File: src/hdl/bpl_pkg.sv
// Shared types and constants for the bubble-pass priority list.
// Used by bpl_cell and bubble_pass_priority_list; no dependencies.
`timescale 1ns / 1ps

package bpl_pkg;

    localparam int unsigned Depth      = 16;
    localparam int unsigned HandleBits = 32;
    localparam int unsigned PrioBits   = 16;
    localparam int unsigned KindBits   = 2;
    localparam int unsigned CountBits  = $clog2(Depth + 1);
    localparam int unsigned PosBits    = $clog2(Depth);

    // input beat kinds; code 3 is a no-op
    typedef enum logic [KindBits-1:0] {
        KIND_PUSH      = 2'd0,
        KIND_PUSH_PRIO = 2'd1,
        KIND_POP       = 2'd2
    } kind_t;

    typedef enum logic [1:0] {
        CMD_HOLD,
        CMD_SHIFT_UP,    // take the entry from the head side
        CMD_SHIFT_DOWN,  // take the entry from the tail side
        CMD_SWAP         // compare-and-swap at the pass position
    } cell_cmd_t;

    typedef struct packed {
        cell_cmd_t cmd;
        logic      sel_lo;  // this cell is the head-side half of the pair
        logic      sel_hi;  // this cell is the tail-side half of the pair
    } cell_ctrl_t;

    typedef enum logic {
        ST_IDLE,
        ST_PASS
    } state_t;

endpackage

File: src/hdl/bubble_pass_priority_list.sv
// Top level of the bubble-pass priority list: chain of slot cells plus control.
// Depends on bpl_pkg and bpl_cell.
`timescale 1ns / 1ps

// A list of up to 16 (handle, priority) entries held in a chain of cells, head
// at cell 0. Pops, plain pushes, refused pushes and no-ops need no pass. A
// priority push into a non-empty list first shifts the whole chain towards the
// tail, then the bubble pass walks down the chain one compare-and-swap pair per
// cycle, up to the last pair of the n entries held after the insert. The result
// beat is known at acceptance and is queued at once; the next input beat is
// taken when the pass has finished and the result queue has room.
module bubble_pass_priority_list (
    input  logic        clk,
    input  logic        rst_n,
    input  logic        s_tvalid,
    output logic        s_tready,
    input  logic [47:0] s_tdata,   // [31:0] handle, [47:32] priority_req
    input  logic [1:0]  s_tuser,   // [1:0] kind
    output logic        m_tvalid,
    input  logic        m_tready,
    output logic [39:0] m_tdata,   // [31:0] popped_handle, [36:32] entries_held, rest 0
    output logic [1:0]  m_tuser    // [0] popped_valid, [1] push_refused
);

    localparam int unsigned Depth  = bpl_pkg::Depth;
    localparam int unsigned HBits  = bpl_pkg::HandleBits;
    localparam int unsigned PBits  = bpl_pkg::PrioBits;
    localparam int unsigned CBits  = bpl_pkg::CountBits;
    localparam int unsigned PsBits = bpl_pkg::PosBits;
    localparam int unsigned ResBits = HBits + CBits + 2;

    bpl_pkg::state_t state_reg;
    bpl_pkg::state_t state_next;

    logic [CBits-1:0]  count_reg;
    logic [CBits-1:0]  count_next;
    logic [PsBits-1:0] pos_reg;
    logic [PsBits-1:0] pos_next;

    logic [ResBits-1:0] out_reg;
    logic [ResBits-1:0] pend_reg;
    logic               out_valid_reg;
    logic               pend_valid_reg;

    logic                     accept;
    logic                     is_push;
    logic                     is_pop;
    logic                     full;
    logic                     do_push;
    logic                     do_pop;
    logic                     refused;
    logic                     pass_last;
    logic                     out_free;
    logic [HBits-1:0]         in_handle;
    logic signed [PBits-1:0]  in_prio;
    logic signed [PBits-1:0]  head_prio;
    logic [HBits-1:0]         pop_handle;
    logic [ResBits-1:0]       res;
    bpl_pkg::cell_cmd_t       cmd;

    bpl_pkg::cell_ctrl_t      ctrl    [Depth];
    logic [HBits-1:0]         h_q     [Depth];
    logic signed [PBits-1:0]  p_q     [Depth];
    logic                     gt_q    [Depth];

    assign in_handle = s_tdata[HBits-1:0];
    assign in_prio   = s_tdata[HBits+PBits-1:HBits];

    assign s_tready = (state_reg == bpl_pkg::ST_IDLE) && !pend_valid_reg;
    assign accept   = s_tvalid && s_tready;

    assign is_push = (s_tuser == bpl_pkg::KIND_PUSH) || (s_tuser == bpl_pkg::KIND_PUSH_PRIO);
    assign is_pop  = s_tuser == bpl_pkg::KIND_POP;
    assign full    = count_reg == CBits'(Depth);
    assign do_push = is_push && !full;
    assign do_pop  = is_pop && (count_reg != '0);
    assign refused = is_push && full;

    // plain pushes enter with priority zero
    assign head_prio = (s_tuser == bpl_pkg::KIND_PUSH_PRIO) ? in_prio : '0;

    assign pop_handle = do_pop ? h_q[0] : '0;
    assign res        = {refused, do_pop, count_next, pop_handle};

    // pair (pos, pos + 1) is the last one when pos + 2 reaches the count
    assign pass_last = (CBits'(pos_reg) + CBits'(2)) >= count_reg;

    always_comb
    begin
        count_next = count_reg;
        if (accept && do_push)
            count_next = count_reg + CBits'(1);
        else if (accept && do_pop)
            count_next = count_reg - CBits'(1);
    end

    // next state
    always_comb
    begin
        state_next = state_reg;
        case (state_reg)
            bpl_pkg::ST_IDLE:
                if (accept && do_push && (s_tuser == bpl_pkg::KIND_PUSH_PRIO)
                    && (count_reg != '0))
                    state_next = bpl_pkg::ST_PASS;
            bpl_pkg::ST_PASS:
                if (pass_last)
                    state_next = bpl_pkg::ST_IDLE;
            default:
                state_next = bpl_pkg::ST_IDLE;
        endcase
    end

    // chain command and pass position
    always_comb
    begin
        cmd      = bpl_pkg::CMD_HOLD;
        pos_next = pos_reg;
        case (state_reg)
            bpl_pkg::ST_IDLE:
            begin
                pos_next = '0;
                if (accept && do_push)
                    cmd = bpl_pkg::CMD_SHIFT_UP;
                else if (accept && do_pop)
                    cmd = bpl_pkg::CMD_SHIFT_DOWN;
            end
            bpl_pkg::ST_PASS:
            begin
                cmd      = bpl_pkg::CMD_SWAP;
                pos_next = pos_reg + PsBits'(1);
            end
            default:
            begin
            end
        endcase
    end

    genvar gi;
    generate
        for (gi = 0; gi < Depth; gi++)
        begin : g_cell
            assign ctrl[gi].cmd    = cmd;
            assign ctrl[gi].sel_lo = pos_reg == PsBits'(gi);
            assign ctrl[gi].sel_hi = (CBits'(pos_reg) + CBits'(1)) == CBits'(gi);

            if (gi == 0)
            begin : g_head
                if (Depth > 1)
                begin : g_more
                    bpl_cell u_cell (
                        .clk        (clk),
                        .ctrl       (ctrl[gi]),
                        .prev_handle(in_handle),
                        .prev_prio  (head_prio),
                        .gt_in      (1'b0),
                        .next_handle(h_q[gi+1]),
                        .next_prio  (p_q[gi+1]),
                        .gt_out     (gt_q[gi]),
                        .handle     (h_q[gi]),
                        .prio       (p_q[gi])
                    );
                end
            end
            else if (gi == Depth - 1)
            begin : g_tail
                // tail has no neighbour: it faces itself, so never swaps down
                bpl_cell u_cell (
                    .clk        (clk),
                    .ctrl       (ctrl[gi]),
                    .prev_handle(h_q[gi-1]),
                    .prev_prio  (p_q[gi-1]),
                    .gt_in      (gt_q[gi-1]),
                    .next_handle(h_q[gi]),
                    .next_prio  (p_q[gi]),
                    .gt_out     (gt_q[gi]),
                    .handle     (h_q[gi]),
                    .prio       (p_q[gi])
                );
            end
            else
            begin : g_mid
                bpl_cell u_cell (
                    .clk        (clk),
                    .ctrl       (ctrl[gi]),
                    .prev_handle(h_q[gi-1]),
                    .prev_prio  (p_q[gi-1]),
                    .gt_in      (gt_q[gi-1]),
                    .next_handle(h_q[gi+1]),
                    .next_prio  (p_q[gi+1]),
                    .gt_out     (gt_q[gi]),
                    .handle     (h_q[gi]),
                    .prio       (p_q[gi])
                );
            end
        end
    endgenerate

    always_ff @(posedge clk or negedge rst_n)
    begin
        if (!rst_n)
        begin
            state_reg <= bpl_pkg::ST_IDLE;
            count_reg <= '0;
            pos_reg   <= '0;
        end
        else
        begin
            state_reg <= state_next;
            count_reg <= count_next;
            pos_reg   <= pos_next;
        end
    end

    // two-deep result queue: output register plus one waiting beat
    assign out_free = !out_valid_reg || m_tready;

    always_ff @(posedge clk or negedge rst_n)
    begin
        if (!rst_n)
        begin
            out_valid_reg  <= 1'b0;
            pend_valid_reg <= 1'b0;
        end
        else
        begin
            if (pend_valid_reg && out_free)
            begin
                out_valid_reg  <= 1'b1;
                pend_valid_reg <= 1'b0;
            end
            else if (accept)
            begin
                if (out_free)
                    out_valid_reg <= 1'b1;
                else
                    pend_valid_reg <= 1'b1;
            end
            else if (m_tready)
                out_valid_reg <= 1'b0;
        end
    end

    always_ff @(posedge clk)
    begin
        if (pend_valid_reg && out_free)
            out_reg <= pend_reg;
        else if (accept && out_free)
            out_reg <= res;
        if (accept && !out_free)
            pend_reg <= res;
    end

    assign m_tvalid = out_valid_reg;
    assign m_tdata  = {{(40 - HBits - CBits){1'b0}}, out_reg[HBits+CBits-1:0]};
    assign m_tuser  = out_reg[ResBits-1:HBits+CBits];

endmodule

File: src/hdl/bpl_cell.sv
// One slot of the list: handle and priority, with links to both neighbours.
// Depends on bpl_pkg.
`timescale 1ns / 1ps

module bpl_cell (
    input  logic                                   clk,
    input  bpl_pkg::cell_ctrl_t                    ctrl,
    input  logic        [bpl_pkg::HandleBits-1:0]  prev_handle,
    input  logic signed [bpl_pkg::PrioBits-1:0]    prev_prio,
    input  logic                                   gt_in,
    input  logic        [bpl_pkg::HandleBits-1:0]  next_handle,
    input  logic signed [bpl_pkg::PrioBits-1:0]    next_prio,
    output logic                                   gt_out,
    output logic        [bpl_pkg::HandleBits-1:0]  handle,
    output logic signed [bpl_pkg::PrioBits-1:0]    prio
);

    logic        [bpl_pkg::HandleBits-1:0] handle_reg;
    logic        [bpl_pkg::HandleBits-1:0] handle_next;
    logic signed [bpl_pkg::PrioBits-1:0]   prio_reg;
    logic signed [bpl_pkg::PrioBits-1:0]   prio_next;

    // strictly greater: equal priorities stay put
    assign gt_out = prio_reg > next_prio;
    assign handle = handle_reg;
    assign prio   = prio_reg;

    always_comb
    begin
        handle_next = handle_reg;
        prio_next   = prio_reg;
        case (ctrl.cmd)
            bpl_pkg::CMD_SHIFT_UP:
            begin
                handle_next = prev_handle;
                prio_next   = prev_prio;
            end
            bpl_pkg::CMD_SHIFT_DOWN:
            begin
                handle_next = next_handle;
                prio_next   = next_prio;
            end
            bpl_pkg::CMD_SWAP:
            begin
                if (ctrl.sel_lo && gt_out)
                begin
                    handle_next = next_handle;
                    prio_next   = next_prio;
                end
                else if (ctrl.sel_hi && gt_in)
                begin
                    handle_next = prev_handle;
                    prio_next   = prev_prio;
                end
            end
            default:
            begin
            end
        endcase
    end

    always_ff @(posedge clk)
    begin
        handle_reg <= handle_next;
        prio_reg   <= prio_next;
    end

endmodule
File: config.mk
export PLATFORM = sky130hd
export DESIGN_NAME = bubble_pass_priority_list
export DESIGN_NICKNAME = d
export VERILOG_FILES = /design/src/hdl/bpl_pkg.sv /design/src/hdl/bubble_pass_priority_list.sv /design/src/hdl/bpl_cell.sv
export SDC_FILE = /design/constraint.sdc
export NUM_CORES = 2
export LEC_CHECK = 0
export BUFFER_PORTS_ARGS = -buffer_cell sky130_fd_sc_hd__buf_2
export CAP_MARGIN = 10
export CORE_MARGIN = 4
export CORE_UTILIZATION = 50
export DETAILED_ROUTE_END_ITERATION = 8
export HOLD_SLACK_MARGIN = 0.15
export PLACE_DENSITY = 0.68
export SETUP_SLACK_MARGIN = 0.02
export SYNTH_ARGS = -nofsm -noshare
export SYNTH_HDL_FRONTEND = slang
export SYNTH_SLANG_ARGS = --single-unit
File: constraint.sdc
create_clock -name clk -period 15 [get_ports clk]
set_input_delay 2.25 -clock clk [delete_from_list [all_inputs] [get_ports clk]]
set_output_delay 2.25 -clock clk [all_outputs]
set_load 0.005 [all_outputs]
==> impl_metrics.toml <==
[clocking]
cts_root_buffer = "clkbuf_16"
clkTransAtPathRegs_ps = 70
cts-resized-gates = 0
cts_buffers = 87
clock-sinks = 858
h-tree-depth = 3
cts_tree = "yes"
post_cts_buffers = 0
clock_latency_ps = 640
hold_buffers = 0
cts.path.max_buffers = 3

[sta]
setup_violations = 0
fin_worst_skew_ps = 20.8
grt_setup_unrepaired = "no"
setup_ws_ps = 9570
timing.final.crit_share_pct = 36.2
layout_min_cycle_time_ps = 5430
max_freq_mhz = 184
final.setup.tns_ps = 0
tightest_slew_ps = 1230
hold_viol_final = 0
relSlewSlack_pct = 18.1
maxSlewViolCount = 0

[setup_path]
cp-end-kind = "flop"
crit_path_start_kind = "primary input"
path_max_fanout = 48
cp_data_arrival_time_ps = 5700
reg2reg_slack_ps = 10150
crit_path_top_delay_cell = "nand2_1"
path_class = "primary input to flop"
crit_top_cell = "buf_4"
cp.required_ps = 15270
cp_slowest_stage_delay_ps = 1020
crit_chain = "buf_2 > nor2b_1 > o2111ai_2 > nand2_1 > nor2_2 > buf_4 > nor2_1 > a41oi_1 > o31ai_4 > buf_4"

[finish]
largest_reg_flops = 448
syn2layout_area_growth_pct = 11.1
drive_gt1_share_pct = 25.9
antenna_cells = 0
design_area_mm2 = 0.0467
final_net_count = 3296
finalNonFillerCells = 4135

[global_route]
antenna_found_initial = 0
grt_overflow = 0
grt_pass1_wl_um = 143000
track_usage_pct = 20.1
first_global_vias = 25800
grt_max_degree = 50

[power_and_ir_drop]
powerDensity_mw_per_mm2 = 216
irDropWorstVdd_uv = 137
p_leak_nw = 18.1
p_total_mw = 10.1

[drt]
postRouteAntennaNets = 0
wl_um = 90800
drt-initial-drc-count = 1514
drc = 0
via_per_inst = 5.70
via_count = 23600
wl_per_cell_um = 22.0
dr.pass1.iters = 7

[placement]
place_ws_ps = 8940
dpl.hpwl_um = 65400
placed_area_mm2 = 0.0439
portBuffers = 94
place.gp.congestion = 0.946
dp_cells = 3978

[run]
cap_violations = 0

[logic_synthesis]
syn_area_per_cell_um2 = 14.7
yosys_warnings = 0
synth_seq_cells = 858
synth_ff_type = "edfxtp_1"
netlist_area_mm2 = 0.0420
synth_cells = 2865
synth_edf_count = 846
synthArstFlopShare_pct = 1.40
ys_seq_area_share_pct = 61.2
ys_types = 69

[min_path]
min_path_type = "flop to flop"

[die]
dieArea_mm2 = 0.0887
ios = 98
core_area_mm2 = 0.0834
rows = 106
fp.dieW_um = 298
die_h_um = 298
initial_core_util_pct = 50.4

[status]
outcome = "completed"
==> cell usage after synthesis (4+ instances only) <==
cell type | number | share of area (%)
edfxtp_1 | 846 | 60
mux2_2 | 495 | 13
inv_1 | 256 | 2.3
ha_1 | 254 | 7.6
mux2i_1 | 214 | 5.1
nand2_1 | 167 | 1.5
a21oi_1 | 111 | 1.3
nand4_1 | 56 | 0.83
buf_2 | 49 | 0.58
nor2_1 | 42 | 0.38
o21ai_0 | 42 | 0.50
and2_1 | 35 | 0.52
nand3_1 | 27 | 0.32
a21o_1 | 26 | 0.46
clkbuf_1 | 25 | 0.22
nor2b_1 | 21 | 0.31
buf_4 | 17 | 0.30
o211ai_1 | 16 | 0.29
a211oi_1 | 12 | 0.21
dfrtp_1 | 12 | 0.71
a31oi_1 | 11 | 0.16
mux2_1 | 10 | 0.27
nand2b_1 | 10 | 0.15
nor4_1 | 10 | 0.15
nor3_1 | 7 | 0.083
mux2_4 | 6 | 0.21
xnor2_1 | 6 | 0.13
a2111oi_0 | 5 | 0.10
buf_6 | 5 | 0.13
o21a_1 | 5 | 0.089
a41oi_1 | 4 | 0.083
or4_1 | 4 | 0.071
==> cell families after synthesis <==
logic type	Yosys count	synth area share (%)
flops	858	61.2
simple gates	398	4.66
xor+xnor	7	0.146
fa+ha+maj	254	7.56
compound gates	266	3.99
buf+inv	356	3.59
other cells	1	0.00893
mux	725	18.8
==> per-layer routing <==
layer  vias to the layer above  part of all wire, %  GRT usage (%)
li1                      11000                    -              -
met5                         -                    0              0
met3                       144                  3.7           2.36
met1                     11900                   40           24.0
met2                       511                   54           37.9
met4                         0                  2.5           6.09
==> per-stage QoR <==
| stage | hold WS (ps) | util, % |
|---|---|---|
| floorplan | 420 | - |
| global placement | 430 | 52.6 |
| detailed placement | 430 | 52.6 |
| CTS | 448 | 55.9 |
| global route | 458 | 55.9 |
| finish | 444 | 55.9 |
==> critical path: cells and delay by family <==
kind,cells,cell delay (ps)
simple gates,4,1640
buf+inv,3,990
compound gates,3,770
==> final timing paths <==
check                                                         from  cells after the start                                   to
min in group asynchronous                                    rst_n                      1                            state_reg
worst min-delay path            g_cell[14].g_mid.u_cell.handle[24]                      0  g_cell[15].g_tail.u_cell.handle[24]
worst max-delay path                                    s_tuser[1]                     10    g_cell[5].g_mid.u_cell.handle[15]
max in group asynchronous                                    rst_n                      1                           pos_reg[2]
worst min register to register  g_cell[14].g_mid.u_cell.handle[24]                      0  g_cell[15].g_tail.u_cell.handle[24]
worst max register to register                        count_reg[0]                     11    g_cell[5].g_mid.u_cell.handle[15]
==> cell usage in the layout, fill, tap and decap left out, types with 11 or more instances in the layout <==
cell	n
edfxtp_1	846
mux2_2	495
inv_1	256
ha_1	254
mux2i_1	214
nand2_1	167
a21oi_1	100
buf_2	94
clkbuf_16	87
nand4_1	56
o21ai_0	40
nor2_1	39
buf_4	36
and2_1	35
nand3_1	27
a21o_1	25
clkinv_1	23
nor2b_1	21
o211ai_1	16
clkinv_2	16
clkbuf_1	13
a211oi_1	12
dfrtp_1	12
a21oi_4	11
==> power by group <==
part	internal, mW	leakage (nW)	total, mW	switching (mW)
combinational	1.31	8.54	3.25	1.94
sequential	4.16	8.20	4.73	0.563
clock	1.20	1.35	2.12	0.926
total	6.67	18.1	10.1	3.43
==> cell type report <==
type	instances	area [µm²]
clock buffers	101	2240
clock inverters	55	533
fillers	6497	36800
inverters	257	965
multi-input cells	1653	15100
flip-flops and latches	858	25700
well taps	1080	1350
repair buffers	131	761
(Power assumes the default switching activity.)
